$ cat config.mk
export PLATFORM = sky130hd
export DESIGN_NAME = mcc2d_job_fifo
export DESIGN_NICKNAME = d
export VERILOG_FILES = /design/src/hw/rtl/mcc2d_pkg.sv /design/src/hw/rtl/mcc2d_job_fifo.sv
export SDC_FILE = /design/constraint.sdc
export NUM_CORES = 1
export LEC_CHECK = 0
export BUFFER_PORTS_ARGS = -buffer_cell sky130_fd_sc_hd__clkbuf_2
export CAP_MARGIN = 20
export CORE_ASPECT_RATIO = 1.1
export CORE_MARGIN = 5
export CORE_UTILIZATION = 53
export CTS_CLUSTER_SIZE = 25
export DETAILED_ROUTE_END_ITERATION = 8
export GPL_TIMING_DRIVEN = 0
export PLACE_DENSITY = 0.81
export SLEW_MARGIN = 20
export SYNTH_ARGS = -nofsm -noshare
export SYNTH_HDL_FRONTEND = slang
export SYNTH_SLANG_ARGS = --single-unit
$ cat constraint.sdc
create_clock -name i_clk -period 2.4 [get_ports i_clk]
set_input_delay 0 -clock i_clk [delete_from_list [all_inputs] [get_ports i_clk]]
set_output_delay 0 -clock i_clk [all_outputs]
set_load 0.05 [all_outputs]
$ cat src/hw/rtl/mcc2d_pkg.sv
// Shared types and constants for the multichannel convolution forward unit.
// No dependencies.
`default_nettype none
package mcc2d_pkg;
    localparam int MAX_IN_CH  = 8;
    localparam int MAX_OUT_CH = 16;
    localparam int MAX_K      = 5;
    localparam int MAX_DIM    = 32;
    localparam int DATA_W     = 16;
    localparam int ACC_W      = 40;
    localparam int W_DEPTH    = MAX_OUT_CH * MAX_IN_CH * MAX_K * MAX_K;
    localparam int B_DEPTH    = MAX_OUT_CH * MAX_DIM * MAX_DIM;
    localparam int L_DEPTH    = MAX_K * MAX_DIM * MAX_IN_CH;
    localparam int WA_W       = 12;
    localparam int BA_W       = 14;
    localparam int LA_W       = $clog2(L_DEPTH);

    localparam logic [1:0] CMD_WEIGHT = 2'd0;
    localparam logic [1:0] CMD_BIAS   = 2'd1;
    localparam logic [1:0] CMD_PIXEL  = 2'd2;

    localparam logic [2:0] REG_IN_CH  = 3'd0;
    localparam logic [2:0] REG_OUT_CH = 3'd1;
    localparam logic [2:0] REG_K_ROWS = 3'd2;
    localparam logic [2:0] REG_K_COLS = 3'd3;
    localparam logic [2:0] REG_I_ROWS = 3'd4;
    localparam logic [2:0] REG_I_COLS = 3'd5;

    typedef struct packed {
        logic [1:0]         cmd;
        logic [WA_W-1:0]    weight_addr;
        logic [BA_W-1:0]    bias_addr;
        logic signed [15:0] sample;
    } t_in_item;

    typedef struct packed {
        logic [3:0]         filter_index;
        logic [4:0]         out_row;
        logic [4:0]         out_col;
        logic signed [15:0] result_value;
        logic               clipped;
        logic               run_last;
        logic               frame_done;
    } t_out_item;

    // Effective (clamped) geometry seen by both parts.
    typedef struct packed {
        logic [3:0] ic;
        logic [4:0] oc;
        logic [2:0] kr;
        logic [2:0] kc;
        logic [5:0] ir;
        logic [5:0] icol;
    } t_geom;

    // One window job handed from the front part to the back part.
    typedef struct packed {
        logic [4:0] orow;
        logic [4:0] ocol;
        logic       last_win;
    } t_job;
endpackage
`default_nettype wire

$ cat src/hw/rtl/mcc2d_job_fifo.sv
// Short queue of window jobs between the front and back parts.
// Depends on mcc2d_pkg.
`default_nettype none
module mcc2d_job_fifo (
    input  wire               i_clk,
    input  wire               i_rst_n,
    input  wire               i_push,
    input  mcc2d_pkg::t_job   i_job,
    output logic              o_full,
    input  wire               i_pop,
    output logic              o_empty,
    output mcc2d_pkg::t_job   o_job
);
    import mcc2d_pkg::*;

    t_job       r_mem [2];
    logic       r_wp, r_rp;
    logic [1:0] r_cnt;

    assign o_full  = r_cnt == 2'd2;
    assign o_empty = r_cnt == 2'd0;
    assign o_job   = r_mem[r_rp];

    always_ff @(posedge i_clk) begin
        if (i_push) r_mem[r_wp] <= i_job;
        if (!i_rst_n) begin
            r_wp <= 1'b0; r_rp <= 1'b0; r_cnt <= 2'd0;
        end else begin
            if (i_push) r_wp <= !r_wp;
            if (i_pop)  r_rp <= !r_rp;
            r_cnt <= r_cnt + 2'(i_push) - 2'(i_pop);
        end
    end
endmodule
`default_nettype wire

## Word-level counts from Yosys, hierarchy flattened

Memories as Yosys holds them, arrays and structs flattened. A register that Yosys moved wholly into a read port is not among the register bits.
Index checks and enable logic that the tools add are counted.

- $add $sub $neg: 2
- Mux-type cells: 4
- Eq/ne operators: 1
- Reductions and logical operators: 3

Operator list:

| kind | count |
|---|---|
| 1-bit 2-to-1 mux | 4 |
| 2-bit by 1-bit adder with 2-bit output | 1 |
| 2-bit equality test (second input constant) | 1 |
| 1-bit logical NOT | 2 |
| 2-bit logical NOT | 1 |
| 2-bit by 1-bit subtractor with 2-bit output | 1 |

- Bits in writable memories: 22
- Bits in registers: 4
- Input port bits: 15
- Word-level logic and storage cells: 14
- Output and inout bits: 13
- Memories kept: 1

Memories:

| name | depth | width | rd ports | clocked after memory_dff | wr ports | RTL line | text |
|---|---|---|---|---|---|---|---|
| r_mem | 2 | 11 | 1 | 1 | 1 | mcc2d_job_fifo.sv:16 | `t_job r_mem [2];` |

## Logic depth before layout (Yosys ltp)

- Depth in word-level cells: 3
- Gate-level depth with buffers: 6
- Mapped depth without buffers: 6

## Least setup slack after synthesis

OpenSTA, ideal clock, no wires.

- Kind: reg-to-reg
- From: reg r_cnt[0]
- To: reg r_cnt[1]
- Arrival time: 1.245 ns
- Data required time: 2.335 ns
- Stages on the path, launching flop included: 7
- Buffers on the path: 0
- Library setup time: 0.065 ns
- Path slack: 1.090 ns
- Clock period less this slack: 1.310 ns
- Cell sequence: dfxtp_1 > inv_1 > ha_1 > inv_1 > ha_1 > xnor3_1 > nor2b_1

- Cells in the longest elaborated chain, start to end: 2

Ends and longest elaborated chain:

| what | RTL line | text |
|---|---|---|
| start: declaration | mcc2d_job_fifo.sv:18 | `logic [1:0] r_cnt;` |
| start signal: assignment | mcc2d_job_fifo.sv:31 | `r_cnt <= r_cnt + 2'(i_push) - 2'(i_pop);` |
| 2-bit by 1-bit adder with 2-bit output | mcc2d_job_fifo.sv:31 |  |
| 2-bit by 1-bit subtractor with 2-bit output | mcc2d_job_fifo.sv:31 |  |

Every way passes these cells.
A chain may end at the register's enable or synchronous reset.

## Worst setup path in the final report

- From: reg r_wp
- To: mem r_mem[0][2] (netlist bit) (enable)

RTL lines:

| what | RTL line | text |
|---|---|---|
| start: declaration | mcc2d_job_fifo.sv:17 | `logic r_wp, r_rp;` |
| start signal: assignment | mcc2d_job_fifo.sv:29 | `if (i_push) r_wp <= !r_wp;` |
| end: declaration | mcc2d_job_fifo.sv:16 |  |

Straight into the memory's write port.

==> metrics.md <==
| Metric | Value |
|---|---|
| Status | complete, no violations |
| Final Setup Violations | 0 |
| Minimum clock period | 1.500 ns |
| RSZ-0062 raised after global routing | false |
| FF+latch count, synth | 27 |
| Port Buffers | 27 |
| TritonCTS clock tree | yes |
| Area growth syn-to-layout | 29.89% |
| Top Family by Delay on Critical Path | simple AND/OR/NAND/NOR gates |
| DRC | 0 |
| Row count | 16 |
| Clock slew at the register clock pins of the worst setup and hold paths | 0.12 ns |
| Required time worst endpoint | 2.36 ns |
| Max_cap viols | 0 |
| Final Util | 73.33% |
| Vias in the first global route | 635 |
| Initial core utilization | 56.46% |
| Final Max Tran Viols | 0 |
| Peak VDD IR | 466.7 uV |
| Gr ovfl total | 0 |
| Crit. End Element | register |
| Critical Path, Cell by Cell | nor2b_1 |
| Synth cell types | 12 |
| CTS Sinks | 27 |
| Synth warnings | 0 |
| CTS Buffer Depth | 2 |
| Largest net degree at the start of global routing | 15 |
| GRT Overall Usage | 12.44% |
| Switching share of total power | 29.19% |
| Via density per instance | 5.026 |
| F_max | 666.9 MHz |
| Syn_area_per_cell | 18.50 um2 |
| Post-Route WL | 1590 um |
| Vias | 583 |
| Mapped Cells | 55 |
| Post-CTS setup buffers | 0 |
| Num CTS Buffers | 3 |
| Post-DP Area | 1175 um2 |
| Die area | 2896 um2 |
| Final Hold Fails | 0 |
| Die Ht | 55.95 um |
| Worst Skew | 0.001041 ns |
| Leakage | 0.5376 nW |
| Worst relative slew slack | 31.43% |
| I/O pin count | 28 |
| Mapped Nets | 72 |
| Initial antenna violation count | 0 |
| CTS Root Cell | clkbuf_4 |
| Final Non-Filler Cells | 116 |
| CP max-delay cell | nor2b_1 |
| TNS Setup | 0 ns |
| Setup slack after placement | 0.9142 ns |
| Placed cells | 100 |
| WL/cell | 13.71 um |
| Register area share after synthesis | 74.78% |
| Post-route ant nets | 0 |
| Post-CTS Resized | 0 |
| N_diodes | 0 |
| Internal | 0.0006929 W |
| Share of layout cells above drive strength 1 | 42.86% |
| Clk Latency, worst-skew pair | 0.32 ns |
| Final Instance Area | 1321 um2 |
| Internal reg-to-reg setup slack | 0.90 ns |
| Worst setup margin | 0.9005 ns |
| WS Path Type | register to register |
| Cell Pwr Density | 740.6 nW/um2 |
| GP Congestion | 0.6804 |
| First-pass GRT wire length | 2615 um |
| CP arrival | 1.46 ns |
| DRT iter0 DRCs | 7 |
| P_sw | 0.0002856 W |
| First-pass iteration count of the detailed router | 2 |
| Hold Path Class | input pin to register |
| WP buf/inv | 0 |
| Combinational power share | 24.8% |
| Sequential Power Share | 56.5% |
| Die width | 51.77 um |
| Core box area | 1802 um2 |
| Final Cycle Share | 62.48% |
| Crit-path max FO | 12 |
| CP max stage delay | 0.79 ns |
| Slew @ Worst Pin | 1.026 ns |
| Synth Cell Area | 1017 um2 |
| Hold Buf Count CTS | 12 |
| Clock power share | 18.8% |
| Most frequent cells in the layout | clkbuf_2 (27), edfxtp_1 (22), dlygate4sd3_1 (12), mux2_2 (11), dfxtp_1 (5) |
| Layout net count | 116 |
| Critical path startpoint category | register |
| Commonest non-fill, non-tap cell in the layout | clkbuf_2 |
| H-tree depth reported by CTS | 1 |
[power by group through the flow]
stage / Clock, W / Combinational, W / Sequential [W]
final: 0.000184 / 0.000242 / 0.000553
after global routing: 0.000206 / 0.000257 / 0.000556
after CTS: 0.000190 / 0.000244 / 0.000553
after detailed placement: 0 / 0.000228 / 0.000563
after global placement: 0 / 0.000225 / 0.000561
after floorplan: 0 / 0.000179 / 0.000560
[layout make-up]
type | instances | area, um2
flip-flops and latches | 27 | 760.7
fillers | 117 | 480.5
repair buffers | 39 | 255.2
multi-input cells | 25 | 241.5
clock buffers | 4 | 26.28
well taps | 18 | 22.52
plain buffers | 1 | 7.507
inverters | 2 | 7.507
[cells in the mapped netlist]
master | n | area [um2]
and2_1 | 4 | 25.02
nor2_1 | 1 | 3.750
nor2b_1 | 4 | 25.02
mux2_2 | 11 | 123.9
o21a_1 | 1 | 7.510
xor2_1 | 1 | 8.760
xnor3_1 | 1 | 22.52
dfxtp_1 | 5 | 100.1
edfxtp_1 | 22 | 660.6
ha_1 | 2 | 25.02
buf_4 | 1 | 7.510
inv_1 | 2 | 7.510
[path summary, 6_finish.rpt]
check / start / to / depth (start not counted)
max: r_wp / r_mem[0][2] / 1
min: i_pop / r_rp / 3
max reg2reg: r_wp / r_mem[0][2] / 1
min reg2reg: r_rp / r_rp / 2
[kinds of logic (layout without fill, tap and decap cells)]
kind of cell / Yosys count / in the layout / synth area share [%]
adders and majority gates: 2 / 2 / 2.460
AOI/OAI and AO/OA: 1 / 1 / 0.7383
muxes: 11 / 11 / 12.18
and+or+nand+nor: 9 / 9 / 5.288
DFF: 27 / 27 / 74.78
buffers and inverters: 3 / 46 / 1.477
xor gates and xnor gates: 2 / 2 / 3.075
[layer usage]
metal / track usage, % / part of all wire (%)
met1: 12.46 / 36
met2: 22.36 / 56
met3: 3.485 / 6.1
met4: 6.742 / 2.1
met5: 0 / 0
[stage by stage]
| stage | power [W] | hold slack, ns |
|---|---|---|
| 2_1_floorplan | 0.0007390 | 0.09887 |
| 3_3_place_gp | 0.0007859 | 0.1893 |
| 5_1_grt | 0.001019 | 0.02002 |
| 3_5_place_dp | 0.0007917 | 0.1934 |
| 6_report | 0.0009785 | 0.03174 |
| 4_1_cts | 0.0009873 | 0.01993 |
[sequential cells by signal, indices dropped and copies added (netlist names), named ones only]
| register | flops |
|---|---|
| r_cnt | 2 |
| r_rp | 1 |
| r_wp | 1 |
| r_mem | 22 |
No activity file was read; power rests on OpenSTA's default activity.
