==> config.mk <==
export PLATFORM = sky130hd
export DESIGN_NAME = mcc2d_front
export DESIGN_NICKNAME = d
export VERILOG_FILES = /design/src/hw/rtl/mcc2d_pkg.sv /design/src/hw/rtl/mcc2d_front.sv
export SDC_FILE = /design/constraint.sdc
export NUM_CORES = 1
export LEC_CHECK = 0
export ABC_AREA = 0
export BUFFER_PORTS_ARGS = -buffer_cell sky130_fd_sc_hd__buf_2
export CAP_MARGIN = 20
export CORE_ASPECT_RATIO = 0.7
export CORE_MARGIN = 1
export CORE_UTILIZATION = 43
export CTS_BUF_LIST = sky130_fd_sc_hd__clkbuf_2 sky130_fd_sc_hd__clkbuf_4 sky130_fd_sc_hd__clkbuf_8
export CTS_CLUSTER_SIZE = 14
export DETAILED_ROUTE_END_ITERATION = 8
export HOLD_SLACK_MARGIN = 0.1
export PLACE_DENSITY = 0.79
export SLEW_MARGIN = 0
export SYNTH_ARGS = -nofsm -noshare
export SYNTH_HDL_FRONTEND = slang
export SYNTH_SLANG_ARGS = --single-unit
export TNS_END_PERCENT = 20
==> constraint.sdc <==
create_clock -name i_clk -period 4.2 [get_ports i_clk]
set_input_delay 0.42 -clock i_clk [delete_from_list [all_inputs] [get_ports i_clk]]
set_output_delay 0.42 -clock i_clk [all_outputs]
set_load 0.01 [all_outputs]
==> src/hw/rtl/mcc2d_pkg.sv <==
// Shared types and constants for the multichannel convolution forward unit.
// No dependencies.
`default_nettype none
package mcc2d_pkg;
    localparam int MAX_IN_CH  = 8;
    localparam int MAX_OUT_CH = 16;
    localparam int MAX_K      = 5;
    localparam int MAX_DIM    = 32;
    localparam int DATA_W     = 16;
    localparam int ACC_W      = 40;
    localparam int W_DEPTH    = MAX_OUT_CH * MAX_IN_CH * MAX_K * MAX_K;
    localparam int B_DEPTH    = MAX_OUT_CH * MAX_DIM * MAX_DIM;
    localparam int L_DEPTH    = MAX_K * MAX_DIM * MAX_IN_CH;
    localparam int WA_W       = 12;
    localparam int BA_W       = 14;
    localparam int LA_W       = $clog2(L_DEPTH);

    localparam logic [1:0] CMD_WEIGHT = 2'd0;
    localparam logic [1:0] CMD_BIAS   = 2'd1;
    localparam logic [1:0] CMD_PIXEL  = 2'd2;

    localparam logic [2:0] REG_IN_CH  = 3'd0;
    localparam logic [2:0] REG_OUT_CH = 3'd1;
    localparam logic [2:0] REG_K_ROWS = 3'd2;
    localparam logic [2:0] REG_K_COLS = 3'd3;
    localparam logic [2:0] REG_I_ROWS = 3'd4;
    localparam logic [2:0] REG_I_COLS = 3'd5;

    typedef struct packed {
        logic [1:0]         cmd;
        logic [WA_W-1:0]    weight_addr;
        logic [BA_W-1:0]    bias_addr;
        logic signed [15:0] sample;
    } t_in_item;

    typedef struct packed {
        logic [3:0]         filter_index;
        logic [4:0]         out_row;
        logic [4:0]         out_col;
        logic signed [15:0] result_value;
        logic               clipped;
        logic               run_last;
        logic               frame_done;
    } t_out_item;

    // Effective (clamped) geometry seen by both parts.
    typedef struct packed {
        logic [3:0] ic;
        logic [4:0] oc;
        logic [2:0] kr;
        logic [2:0] kc;
        logic [5:0] ir;
        logic [5:0] icol;
    } t_geom;

    // One window job handed from the front part to the back part.
    typedef struct packed {
        logic [4:0] orow;
        logic [4:0] ocol;
        logic       last_win;
    } t_job;
endpackage
`default_nettype wire

==> src/hw/rtl/mcc2d_front.sv <==
// Front part: accepts requests, writes stores, tracks the pixel position and
// queues window jobs. Depends on mcc2d_pkg.
`default_nettype none
module mcc2d_front (
    input  wire                  i_clk,
    input  wire                  i_rst_n,
    input  wire                  i_valid,
    output logic                 o_ready,
    input  mcc2d_pkg::t_in_item  i_item,
    input  mcc2d_pkg::t_geom     i_geom,
    input  wire                  i_restart,
    input  wire                  i_busy,
    input  wire                  i_job_full,
    output logic                 o_job_push,
    output mcc2d_pkg::t_job      o_job,
    output logic                 o_wwr,
    output logic [mcc2d_pkg::WA_W-1:0] o_waddr,
    output logic                 o_bwr,
    output logic [mcc2d_pkg::BA_W-1:0] o_baddr,
    output logic                 o_lwr,
    output logic [mcc2d_pkg::LA_W-1:0] o_laddr,
    output logic signed [15:0]   o_data
);
    import mcc2d_pkg::*;

    logic [4:0] r_row, n_row;
    logic [4:0] r_col, n_col;
    logic [2:0] r_chan, n_chan;
    logic [2:0] r_slot, n_slot;   // row modulo MAX_K, kept incrementally
    logic       acc_ok;
    logic       wrap, last_ch, win;
    logic [4:0] row_e, col_e, orow, ocol;
    logic [2:0] chan_e, slot_e;
    logic [5:0] row1, col1;

    // Loads and the first pixel of a row would overwrite store entries that queued
    // or running windows still read, so they wait until the back part has finished.
    assign o_ready = !i_job_full
                     && !(i_busy && (i_item.cmd != CMD_PIXEL
                                     || (col_e == 5'd0 && chan_e == 3'd0)));
    assign acc_ok  = i_valid && o_ready;

    always_comb begin
        wrap    = ({1'b0, r_row} >= i_geom.ir) || ({1'b0, r_col} >= i_geom.icol)
                  || ({1'b0, r_chan} >= i_geom.ic);
        row_e   = wrap ? 5'd0 : r_row;
        col_e   = wrap ? 5'd0 : r_col;
        chan_e  = wrap ? 3'd0 : r_chan;
        slot_e  = wrap ? 3'd0 : r_slot;
        last_ch = ({1'b0, chan_e} + 4'd1) >= i_geom.ic;
        row1    = {1'b0, row_e} + 6'd1;
        col1    = {1'b0, col_e} + 6'd1;
        win     = ({3'd0, i_geom.kr} <= i_geom.ir) && ({3'd0, i_geom.kc} <= i_geom.icol)
                  && (row1 >= {3'd0, i_geom.kr}) && (col1 >= {3'd0, i_geom.kc});
        orow    = 5'(row1 - {3'd0, i_geom.kr});
        ocol    = 5'(col1 - {3'd0, i_geom.kc});
        n_row = r_row; n_col = r_col; n_chan = r_chan; n_slot = r_slot;
        if (acc_ok && i_item.cmd == CMD_PIXEL) begin
            n_row = row_e; n_col = col_e; n_slot = slot_e;
            if (!last_ch) begin
                n_chan = chan_e + 3'd1;
            end else begin
                n_chan = 3'd0;
                if (col1 >= i_geom.icol) begin
                    n_col = 5'd0;
                    if (row1 >= i_geom.ir) begin
                        n_row = 5'd0; n_slot = 3'd0;
                    end else begin
                        n_row  = 5'(row1);
                        n_slot = (slot_e == 3'(MAX_K - 1)) ? 3'd0 : slot_e + 3'd1;
                    end
                end else begin
                    n_col = 5'(col1);
                end
            end
        end
    end

    always_ff @(posedge i_clk) begin
        if (!i_rst_n || i_restart) begin
            r_row <= '0; r_col <= '0; r_chan <= '0; r_slot <= '0;
        end else begin
            r_row <= n_row; r_col <= n_col; r_chan <= n_chan; r_slot <= n_slot;
        end
    end

    assign o_data     = i_item.sample;
    assign o_waddr    = i_item.weight_addr;
    assign o_baddr    = i_item.bias_addr;
    assign o_wwr      = acc_ok && i_item.cmd == CMD_WEIGHT
                        && {1'b0, i_item.weight_addr} < 13'(W_DEPTH);
    assign o_bwr      = acc_ok && i_item.cmd == CMD_BIAS;
    assign o_lwr      = acc_ok && i_item.cmd == CMD_PIXEL;
    assign o_laddr    = LA_W'((32'(slot_e) * MAX_DIM + 32'(col_e)) * MAX_IN_CH + 32'(chan_e));
    assign o_job_push = o_lwr && last_ch && win;
    assign o_job.orow = orow;
    assign o_job.ocol = ocol;
    assign o_job.last_win = (6'(orow) == 6'(i_geom.ir - {3'd0, i_geom.kr}))
                         && (6'(ocol) == 6'(i_geom.icol - {3'd0, i_geom.kc}));
endmodule
`default_nettype wire

* After elaboration in Yosys (flattened, before gate mapping) *
Index checks and enable logic that the tools add are counted.

word-level totals
  register bits after elaboration = 16
  input bits = 77
  output and inout bits = 69
  word-level logic and storage cells = 70

operators by class
  $add $sub $neg = 11
  magnitude comparators = 11
  equal/unequal tests = 6
  muxes and demuxes = 14
  reduce and logical (&&, ||, !) cells = 24

operators by type and width
  cell                    number
  $mux W5                 7
  $mux W3                 7
  $logic_and A1 B1 Y1     14
  $add A5 B1 Y6 const B   2
  $eq A5 B6 Y1            2
  $ge A5 B6 Y1            2
  $ge A6 B3 Y1            2
  $ge A6 B6 Y1            2
  $le A3 B6 Y1            2
  $lt A12 B12 Y1 const B  1
  $sub A6 B3 Y6           2
  $add A11 B3 Y11         1
  $sub A5 B3 Y5           2
  $add A8 B5 Y8           1
  $add A3 B1 Y3 const B   2
  $logic_not A5 Y1        1
  $add A3 B1 Y4 const B   1
  $ge A3 B4 Y1            1
  $ge A4 B4 Y1            1
  $logic_or A1 B1 Y1      4
  $eq A3 B3 Y1 const B    1
  $logic_not A1 Y1        3
  $logic_not A3 Y1        1
  $eq A2 B1 Y1 const B    1
  other kinds (3)         3

* Depth between registers and ports, before layout *
Gate-level depths: netlist of the first run.

  depth in word-level cells = 14
  depth in mapped cells = 21
  gate-level depth less buffers = 19

* Worst setup path before layout of the first run *
OpenSTA, ideal clock, no wires.

  path type = input -> output
  from = input port i_geom[9] (netlist bit)
  to = output port o_job[0] (netlist bit)
  arrival = 3800 ps
  data required time = 3780 ps
  setup slack = -20 ps
  stages on the path = 18
  buffers on the path = 1
  cells stage by stage = inv_1 ha_1 a21oi_1 o21ai_1 a221oi_2 and2_1 buf_2 nand2_1 inv_1 ha_1 xor2_1 ha_1 o21ai_0 nand2b_1 xnor2_1 or3_1 a21o_1 a2111oi_2

RTL lines
  item             line               text
  start, declared  mcc2d_front.sv:10  input mcc2d_pkg::t_geom i_geom,
  end, declared    mcc2d_front.sv:15  output mcc2d_pkg::t_job o_job,

==> metrics.md, run 1 <==
| Metric | Value |
|---|---|
| Clock sink count | 16 |
| Mean post-synth cell area | 7.775 sq um |
| CP Class | flop to primary output |
| Hold WC Path Type | flop to flop |
| Largest net degree at the start of global routing | 17 |
| Asr flop ratio synth | 0 |
| CTS tree | built |
| First-pass GRT wire length | 12.72 mm |
| Clk Latency, worst-skew pair | 0.25 ns |
| Vias in the first global route | 2819 |
| Top cell type's share of synthesized area | 0.2093 |
| Die Y | 70.34 um |
| Root Buffer | clkbuf_8 |
| Worst-case reg-to-reg path depth | 21 |
| Placed Cells | 520 |
| Finished Layout Cells | 540 |
| Core area | 6336 sq um |
| Initial antenna violation count | 0 |
| Tightest Pin Transition | 0.6833 ns |
| Top-count cell post-synth | ha_1 |
| Buffers on Ports | 66 |
| Cell taking the most area after synthesis | ha_1 |
| Vias/cell | 5.289 |
| VDD IR max | 0.0001168 V |
| Initial core utilization | 0.4528 |
| Final Cycle Share | 1.002 |
| Number of antenna diodes | 0 |
| GP Congestion | 0.8830 |
| Top cells by count, synth | ha_1, buf_4, inv_1 |
| NumNets Final | 579 |
| Slew HR | 0.5444 |
| Register area share after synthesis | 0.1116 |
| Int Power | between 0.3 and 0.4 mW |
| NetSw | 0.1661 mW |
| Clk network pwr share | 0.275 |
| Critical Path Source | r_row[0] |
| Post-synth EDFFs | 0 |
| Tot GR Track Use | 0.2250 |
| Worst EP arrival | 3.79 ns |
| Hold Fails Final Rpt | 0 |
| Post-synthesis cell type count | between 50 and 60 |
| Mapped cell area | 2869 sq um |
| # DRC | 0 |
| Reg-to-reg critical path startpoint | r_row[0] |
| H-tree levels | 1 |
| Die Wd | 99.63 um |
| Drt wl/cell | 14.58 um |
| Setup-failing EPs final | 1 |
| Syn Inst Count | between 300 and 400 |
| Post-DP HPWL | 6.019 mm |
| Drt first pass iters | 4 |
| Post-synth top flop | dfxtp_1 |
| RSZ-0062 raised after global routing | true |
| RR Endpoint | r_col[4] |
| Reg power frac | 0.300 |
| Final antenna-violating net count | 0 |
| Final Critical Period | approximately 4.2 ns |
| CP endpoint | o_job[0] |
| Overflow after GRT | 0 |
| # rows | 24 |
| Skew final | just over 0.003 ns |
| Routed wire length | 7.875 mm |
| Max-cap viol count | 0 |
| Leak | 1.851 nW |
| Critical Path Fanout Max | 7 |
| Endpoint type of the worst setup path | primary output |
| Slew Limit Fails | 0 |
| Yosys warning count | 0 |
| Failing checks | negative setup slack |
| Worst setup SP type | flop |
| Fin worst setup slack | -0.008379 ns |
| Post-route setup TNS | -0.008379 ns |
| #FFs+latches synth | 16 |
| Syn Nets | 498 |
| Switching share of power | 0.3294 |
| Iter 0 DRT Violations | 135 |
| Combinational power share | 0.425 |
| DR vias | 2856 |
| Pwr dens | 137.3 nW/um^2 |
| R2r setup slk | 0.26 ns |
| Max Clk Rate | 237.6 MHz |
| Clk slew on worst S/H paths | 0.06 ns |
| Status | complete, but fails checks |
| Synth area leaders | ha_1, buf_4, dfxtp_1, xnor2_1, inv_1 |
| Ratio of cells with drive above 1 in the final layout | 0.3831 |
| Die ar. | 7008 sq um |
| Ports | approximately 150 |
| Worst endpoint required time | 3.78 ns |
| Total CTS buffers | 3 |
| CTS max path bufs | 2 |
| Area growth, synth to finish | 28.04% |
## flip-flops by register name (all words and copies together) (netlist names)
register	count
r_row	5
r_col	5
r_chan	3
r_slot	3
## how the worst min path moves through the flow
stage | startpoint | end | slack (ns) | cells past startpoint
6_report | r_slot[0] | r_slot[0] | 0.49 | 1
3_3_place_gp | r_slot[0] | r_slot[0] | 0.46 | 1
2_1_floorplan | r_slot[0] | r_slot[0] | 0.44 | 1
3_5_place_dp | r_slot[0] | r_slot[0] | 0.48 | 1
4_1_cts | r_slot[0] | r_slot[0] | 0.49 | 1
5_1_grt | r_chan[1] | r_chan[1] | 0.51 | 2
## through the flow
step           setup WS, ns  instance area, sq um  utilization  power [mW]  hold WS (ns)
3_5_place_dp        -0.1811                  3294       0.5199      0.3429        0.4758
2_1_floorplan       0.02890                  2882            -      0.3106        0.4377
5_1_grt             -0.1815                  3674       0.5798      0.5339        0.5097
6_report          -0.008379                  3674       0.5798      0.5043        0.4885
3_3_place_gp       -0.09174                  3294       0.5199      0.3376        0.4577
4_1_cts             0.02190                  3587       0.5662      0.4988        0.4876
## repair_timing
| action | 4_1_cts | 5_1_grt |
|---|---|---|
| setup endpoints to repair | 1 | 12 |
| hold buffers | 0 | 0 |
| pin swaps | 14 | 9 |
| buffers inserted | 13 | 4 |
| gates resized for setup | 31 | 18 |
## cell usage in the layout (no fill, tap or decap), drive strengths merged, types with 3 or more instances in the layout
cell type / count
a21oi: 19
ha: 48
o211ai: 4
nand2: 28
nor4: 3
nor2: 16
a31oi: 8
nor3: 5
nand2b: 7
nand3: 10
a2111oi: 3
inv: 42
clkbuf: 4
a22oi: 6
xnor2: 23
a21o: 6
dfxtp: 16
fa: 4
nand3b: 3
a211oi: 5
xor2: 10
nor2b: 6
and3: 10
buf: 124
o21ai: 11
## metal layers
metal | GRT usage | part of all wire | vias to the layer above
met1 | 0.2968 | 0.46 | 1333
met4 | 0.04739 | 0.012 | 0
met2 | 0.3765 | 0.45 | 105
met3 | 0.04805 | 0.079 | 12
li1 | - | - | 1406
met5 | 0 | 0 | -
## power groups by stage
stage / registers, mW / clock network (mW) / logic (mW)
5_1_grt: 0.151 / 0.149 / 0.234
2_1_floorplan: 0.155 / 0 / 0.155
6_report: 0.151 / 0.139 / 0.214
4_1_cts: 0.152 / 0.140 / 0.207
3_3_place_gp: 0.155 / 0 / 0.182
3_5_place_dp: 0.155 / 0 / 0.187
## final cells by class
cell class,count,area (sq um)
inverter,43,166.4
multi-input combinational,262,2236
tap,91,113.9
fill,567,2663
clock buffer,4,55.05
timing repair buffer,124,773.2
sequential,16,329.1
## critical path, cell delays in order (launching register included)
cell       delay, ns
dfxtp_2         0.33
inv_2           0.05
ha_4            0.21
nor3b_2         0.20
o21ai_2         0.10
a221oi_2        0.28
and2_4          0.24
buf_8           0.11
buf_4           0.15
nand2_1         0.13
xnor2_2         0.27
ha_4            0.26
a21oi_2         0.18
a21oi_1         0.09
a22o_1          0.25
xnor2_1         0.17
a2111oi_4       0.33
buf_2           0.18
## cell families (layout without fill, tap and decap cells)
group	count (synthesis)	in the layout	synth area share
AOI/OAI and AO/OA	76	76	0.1823
DFF	16	16	0.1116
xor gates and xnor gates	33	33	0.1007
buffers and inverters	91	171	0.1771
and+or+nand+nor	101	101	0.1910
adders and majority gates	52	52	0.2372
No activity file was read; power rests on OpenSTA's default activity.
==> inputs of run 2 (changes only) <==
--- a/config.mk
+++ b/config.mk
@@ -8,7 +8,6 @@
 export ABC_AREA = 0
 export BUFFER_PORTS_ARGS = -buffer_cell sky130_fd_sc_hd__buf_2
 export CAP_MARGIN = 20
-export CORE_ASPECT_RATIO = 0.7
 export CORE_MARGIN = 1
 export CORE_UTILIZATION = 43
 export CTS_BUF_LIST = sky130_fd_sc_hd__clkbuf_2 sky130_fd_sc_hd__clkbuf_4 sky130_fd_sc_hd__clkbuf_8
==> run 2 against run 1 <==
The run still ends with negative setup slack left. Via count is 1.4% lower. Cell area is 2.7% lower. Fmax is 0.77% lower. Register-to-register slack worse by 0.08 ns. Critical endpoint unchanged. Largest power group unchanged. Power is 1.2% lower.
==> metrics.md, run 2 (synthesis results as in run 1) <==
| Metric | Value |
|---|---|
| Initial antenna violation count | 0 (unchanged) |
| Post-DP HPWL | 6.101 mm (+1.4%) |
| H-tree levels | 1 (unchanged) |
| Pwr dens | 139.4 nW/um^2 (+1.6%) |
| Leak | 1.775 nW (-4.1%) |
| Status | complete, but fails checks |
| M2 GR Usage | 0.4146 (+0.03809) |
| Met1 Use GR | 0.2406 (-0.05623) |
| Slowest-stage cell, CP | dfxtp_2 |
| CP Class | flop to primary output |
| Fill count | 564 (-0.53%) |
| Vias in the first global route | 2903 (+3.0%) |
| Tot GR Track Use | 0.2156 (-0.009311) |
| Final Cycle Share | 1.010 (+0.007798) |
| Post-route setup TNS | -0.04113 ns (-0.03275 ns) |
| NumNets Final | 565 (-2.4%) |
| Placed Cells | 502 (-3.5%) |
| Root Buffer | clkbuf_8 |
| Overflow after GRT | 0 (unchanged) |
| Die Wd | 83.68 um (-16%) |
| R2r setup slk | 0.18 ns (-0.08 ns) |
| Total Power | 0.4983 mW (-1.2%) |
| Drt wl/cell | 15.16 um (+3.9%) |
| Hold_buf cts | 0 (unchanged) |
| Slew HR | 0.5474 (+0.002972) |
| Top Registers | r_col (5), r_row (5) |
| Finished Layout Cells | 512 (-5.2%) |
| Endpoint type of the worst setup path | primary output |
| Clk slew on worst S/H paths | 0.06 ns (about the same) |
| Max stage delay on crit path | 0.35 ns (+0.02 ns) |
| Area growth, synth to finish | 24.60% |
| RR Endpoint | r_slot[2] |
| GP Congestion | 0.8601 (-2.6%) |
| Slew Limit Fails | 0 (unchanged) |
| Setup-failing EPs final | 1 (unchanged) |
| GR peak layer | met2 |
| Total CTS buffers | 3 (unchanged) |
| Skew final | 0.0006876 ns (-0.002431 ns) |
| CP endpoint | o_job[0] |
| Pre-CTS setup slack | -0.1200 ns (+0.06109 ns) |
| Critical Path Fanout Max | 5 (-2) |
| # DRC | 0 (unchanged) |
| Met3 usage | 0.04055 (-0.007494) |
| Worst path depth | 16 (-1) |
| Initial core utilization | 0.4493 (-0.003549) |
| Drt first pass iters | 4 (unchanged) |
| # rows | 29 (+21%) |
| RSZ-0062 raised after global routing | true |
| Worst setup SP type | flop |
| Buffers on Ports | 66 (unchanged) |
| Worst Hold Slack | 0.4689 ns (-0.01957 ns) |
| Max Clk Rate | 235.8 MHz (-0.77%) |
| Core area | 6386 sq um (+0.79%) |
| Die Y | 83.68 um (+19%) |
| Clock sink count | 16 (unchanged) |
| Clk Latency, worst-skew pair | 0.25 ns (about the same) |
| CTS max path bufs | 2 (unchanged) |
| Die ar. | 7002 sq um (about the same) |
| Hold Fails Final Rpt | 0 (unchanged) |
| Fin worst setup slack | -0.04113 ns (-0.03275 ns) |
| Routed wire length | 7.760 mm (-1.5%) |
| Worst EP arrival | 3.82 ns (+0.03 ns) |
| VDD IR max | 0.00009486 V (-19%) |
| CP dominant cell by count | ha_4 |
| DR vias | 2816 (-1.4%) |
| Commonest non-fill, non-tap cell in the layout | buf_2 |
| Final antenna-violating net count | 0 (unchanged) |
| Reg-to-reg critical path startpoint | r_row[1] |
| CP Buf/Inv Count | 1 (-3) |
| Largest net degree at the start of global routing | 17 (unchanged) |
| Most frequent cells in the layout | buf_2, buf_4, inv_1, ha_1, nand2_1 |
| First-pass GRT wire length | 12.61 mm (-0.81%) |
| Number of antenna diodes | 0 (unchanged) |
| CTS tree | built |
| Critical Path Source | r_row[1] |
| Critical path cell sequence | ha_1, o211ai_1, o21ai_2, a221oi_2, and2_4, nand2_4, ha_4, ha_4, nor2b_1, o21ai_1, nand2b_1, xnor2_2, or3_1, a21o_1, a2111oi_4, buf_2 |
| Tightest Pin Transition | 0.6767 ns (-0.006606 ns) |
| Ratio of cells with drive above 1 in the final layout | 0.3563 (-0.02675) |
| Worst endpoint required time | 3.78 ns (about the same) |
| Vias/cell | 5.500 (+4.0%) |
| Worst-case reg-to-reg path depth | 20 (-4.8%) |
| Cells on Worst Hold Path | 2 (+1) |
| Max-cap viol count | 0 (unchanged) |
| Iter 0 DRT Violations | 174 (+29%) |
| CP top delay family | compound AO/OA/AOI/OAI gates |
| Final Critical Period | 4.241 ns (+0.03275 ns) |
| Failing checks | negative setup slack |
| Ports | 146 (unchanged) |
| Hold WC Path Type | flop to flop |
-- run 2: how the worst min path moves through the flow --
| stage | start | endpoint | slack, ns |
|---|---|---|---|
| after detailed placement | r_slot[0] | r_slot[0] | 0.46 |
| after global placement | r_slot[0] | r_slot[0] | 0.46 |
| after global routing | r_chan[0] | r_chan[0] | 0.52 |
| after CTS | r_chan[0] | r_chan[0] | 0.48 |
| after floorplan | r_slot[0] | r_slot[0] | 0.44 |
| final | r_chan[0] | r_chan[0] | 0.47 |
-- run 2: layout make-up --
type	count	area (sq um)	area share
Multi-Input combinational cell	262	2263	0.6332
Tap cell	77	96.34	0.02695
Clock buffer	4	55.05	0.01540
Sequential cell	16	325.3	0.09100
Timing Repair Buffer	110	668.1	0.1869
Inverter	43	166.4	0.04655
-- run 2: stage by stage --
step,area [sq um],utilization
3_3_place_gp,3247,0.5084
4_1_cts,3520,0.5511
6_report,3575,0.5598
3_5_place_dp,3247,0.5084
5_1_grt,3575,0.5598
2_1_floorplan,2882,-
-- run 2: where the power goes --
part | internal [mW] | switching (mW) | leakage (nW)
clock | 0.0832 | 0.0541 | 0.0288
sequential | 0.152 | 0.000158 | 0.131
combinational | 0.101 | 0.108 | 1.62
total | 0.336 | 0.163 | 1.78
-- run 2: metal layers --
metal | vias up | wire (um)
met4 | 0 | 105
met5 | - | 0
li1 | 1386 | -
met2 | 91 | 4174
met1 | 1325 | 3064
met3 | 14 | 415
-- run 2: repair_timing --
| action | 4_1_cts | 5_1_grt |
|---|---|---|
| pin swaps | 15 | 6 |
| setup endpoints to repair | 2 | 9 |
| buffers inserted | 7 | 0 |
| gates resized for setup | 37 | 9 |
-- run 2: worst min-delay path, cell delays in order (launching register included) --
cell and delay, ns:
dfxtp_2 0.33, nand2_1 0.05, a21oi_1 0.05
==> inputs of run 3 (changes only) <==
==> constraint.sdc (replaced) <==
create_clock -name i_clk -period 4.2 [get_ports i_clk]
set_input_delay 0.63 -clock i_clk [delete_from_list [all_inputs] [get_ports i_clk]]
set_output_delay 0.63 -clock i_clk [all_outputs]
set_load 0.01 [all_outputs]
==> run 3 against run 2 <==
The flow still finishes with violations (negative setup slack). Wire length rose by 12%. Cell count up 8.4%. Via count is 7.2% higher. Fmax is 9.8% lower. Sequential share of layout area decreased by 1.2 points. Sequential power barely moved. Die area unchanged. Critical path depth rose by 1. Count of clock-buffer cells in the layout did not move. Core utilization is 7.6 points higher. Global-route usage increased by 0.094 points. Largest power group unchanged. Cell area is 14% higher.
==> metrics.md, run 3 (synthesis results as in run 1) <==
| Metric | Value |
|---|---|
| Initial core utilization | 0.4493 (unchanged) |
| Leak | 2.012 nW (+13%) |
| Endpoint type of the worst setup path | primary output |
| CTS tree | built |
| Die Y | 83.68 um (unchanged) |
| GP Congestion | 0.8722 (+1.4%) |
| Buffers on Ports | 66 (unchanged) |
| Vias/cell | 5.440 (-1.1%) |
| Ratio of cells with drive above 1 in the final layout | 0.4498 (+0.09347) |
| Worst endpoint required time | 3.57 ns (-0.21 ns) |
| Core area | 6386 sq um (unchanged) |
| Combinational power share | 0.449 (+0.030) |
| Clk slew on worst S/H paths | 0.06 ns (about the same) |
| Largest net degree at the start of global routing | 17 (unchanged) |
| RSZ-0062 raised after global routing | true |
| Reg-to-reg critical path startpoint | r_chan[0] |
| Vias in the first global route | 2995 (+3.2%) |
| Tot GR Track Use | 0.2166 (+0.0009351) |
| Post-route setup TNS | -0.8531 ns (-0.8120 ns) |
| Post-DP HPWL | 6.347 mm (+4.0%) |
| Pwr dens | 131.5 nW/um^2 (-5.7%) |
| Max-cap viol count | 0 (unchanged) |
| Drt first pass iters | 4 (unchanged) |
| CP Buf/Inv Count | 5 (+4) |
| Fin worst setup slack | -0.5039 ns (-0.4627 ns) |
| Hold_buf cts | 0 (unchanged) |
| Clock sink count | 16 (unchanged) |
| Clk Latency, worst-skew pair | 0.26 ns (about the same) |
| # DRC | 0 (unchanged) |
| Status | complete, but fails checks |
| CP dominant cell by count | buf_2 |
| Hold Fails Final Rpt | 0 (unchanged) |
| VDD IR max | 0.0001019 V (+7.5%) |
| Max stage delay on crit path | 0.55 ns (+0.20 ns) |
| Tightest Pin Transition | 0.6739 ns (-0.002815 ns) |
| Root Buffer | clkbuf_8 |
| Switching share of power | 0.3326 (+0.006114) |
| CP endpoint | o_job[0] |
| Slew Limit Fails | 0 (unchanged) |
| Failing checks | negative setup slack |
| Int Power | 0.3560 mW (+6.1%) |
| Area growth, synth to finish | 41.43% |
| Commonest non-fill, non-tap cell in the layout | buf_4 |
| Reg power frac | 0.285 (-0.020) |
| Fill count | 498 (-12%) |
| Initial antenna violation count | 0 (unchanged) |
| Critical path cell sequence | buf_2, inv_2, ha_1, a21oi_1, o21ai_1, a221oi_2, and2_4, nand2_4, ha_4, buf_4, inv_1, fa_2, xnor2_1, nor4_1, nand4_1, a2111oi_4, buf_2 |
| Setup-failing EPs final | 4 (+3) |
| Slew HR | 0.5507 (+0.003308) |
| Drt wl/cell | 15.65 um (+3.2%) |
| CP Class | input pin to primary output |
| DR vias | 3019 (+7.2%) |
| CTS max path bufs | 2 (unchanged) |
| Max Clk Rate | 212.6 MHz (-9.8%) |
| Ports | 146 (unchanged) |
| Iter 0 DRT Violations | 153 (-12%) |
| Worst-case reg-to-reg path depth | 21 (+5.0%) |
| Total Power | 0.5334 mW (+7.0%) |
| Worst setup SP type | input pin |
| Final Cycle Share | 1.120 (+0.1102) |
| Die Wd | 83.68 um (unchanged) |
| Hold WC Path Type | flop to flop |
| R2r setup slk | 0.06 ns (-0.12 ns) |
| # rows | 29 (unchanged) |
| Final antenna-violating net count | 0 (unchanged) |
| Critical Path Source | i_geom[25] |
| Worst Hold Slack | 0.4713 ns (+0.002376 ns) |
| Top Registers | r_col (5), r_row (5) |
| Total CTS buffers | 3 (unchanged) |
| Skew final | 0.004165 ns (+0.003477 ns) |
| Worst EP arrival | 4.07 ns (+0.25 ns) |
| Overflow after GRT | 0 (unchanged) |
| NumNets Final | 608 (+7.6%) |
| Die ar. | 7002 sq um (unchanged) |
| NetSw | 0.1774 mW (+9.0%) |
| Clk network pwr share | 0.266 (-0.010) |
| RR Endpoint | r_col[4] |
| First-pass GRT wire length | 12.65 mm (+0.27%) |
| Final Critical Period | 4.704 ns (+0.4627 ns) |
| Most frequent cells in the layout | buf_4, buf_2, ha_1 |
| Worst path depth | 17 (+1) |
| Routed wire length | 8.684 mm (+12%) |
| Slowest-stage cell, CP | fa_2 |
| CP top delay family | adder cells |
| Critical Path Fanout Max | 3 (-2) |
| Number of antenna diodes | 0 (unchanged) |
| H-tree levels | 1 (unchanged) |
-- run 3: changes by cell type in the layout (fill, tap and decap cells not counted), moves of 3 or more --
cell     change
dfxtp_1      +4
ha_1         -3
dfxtp_2      -4
inv_1        -8
ha_4         +4
inv_2        +5
buf_4       +42
-- run 3: per-stage QoR --
stage | cell area (sq um) | util | cells | worst slack (ns)
4_1_cts | 3794 | 0.5940 | 550 | -0.3854
3_3_place_gp | 3647 | 0.5711 | 542 | -0.4484
3_5_place_dp | 3647 | 0.5711 | 542 | -0.5293
6_report | 4058 | 0.6354 | 555 | -0.5039
5_1_grt | 4058 | 0.6354 | 555 | -0.7750
2_1_floorplan | 2988 | - | 369 | -0.1688
-- run 3: power by group through the flow --
stage | Clock, mW | Combinational [mW] | Sequential, mW
after floorplan | 0 | 0.159 | 0.155
after detailed placement | 0 | 0.207 | 0.155
after global routing | 0.150 | 0.260 | 0.152
after CTS | 0.146 | 0.218 | 0.152
final | 0.142 | 0.240 | 0.152
after global placement | 0 | 0.200 | 0.155
-- run 3: layer usage --
metal | wire length (um) | part of all wire | track usage | vias up
li1 | - | - | - | 1467
met1 | 3414 | 0.39 | 0.2492 | 1405
met2 | 4514 | 0.52 | 0.3976 | 109
met3 | 453 | 0.052 | 0.03264 | 38
met4 | 301 | 0.035 | 0.08629 | 0
met5 | 0 | 0 | 0 | -
-- run 3: area by class of cell --
type | instances | area, sq um | share of cell area
clock buffer | 4 | 55.05 | 0.01357
tap | 77 | 96.34 | 0.02374
sequential | 16 | 320.3 | 0.07894
timing repair buffer | 153 | 1010 | 0.2488
multi-input combinational | 262 | 2392 | 0.5896
inverter | 43 | 183.9 | 0.04533
-- run 3: how the worst min path moves through the flow --
| stage | startpoint | endpoint | slack [ns] | cells past startpoint |
|---|---|---|---|---|
| floorplan | r_slot[0] | r_slot[0] | 0.44 | 1 |
| global placement | r_slot[0] | r_slot[0] | 0.46 | 1 |
| detailed placement | r_slot[0] | r_slot[0] | 0.46 | 1 |
| CTS | r_slot[0] | r_slot[0] | 0.47 | 1 |
| global route | r_slot[0] | r_slot[0] | 0.50 | 1 |
| finish | r_slot[0] | r_slot[0] | 0.47 | 1 |
-- run 3: what timing repair did --
item	4_1_cts	5_1_grt
buffers inserted	4	5
gates resized for setup	14	46
pin swaps	15	21
endpoints found under the setup margin	4	19
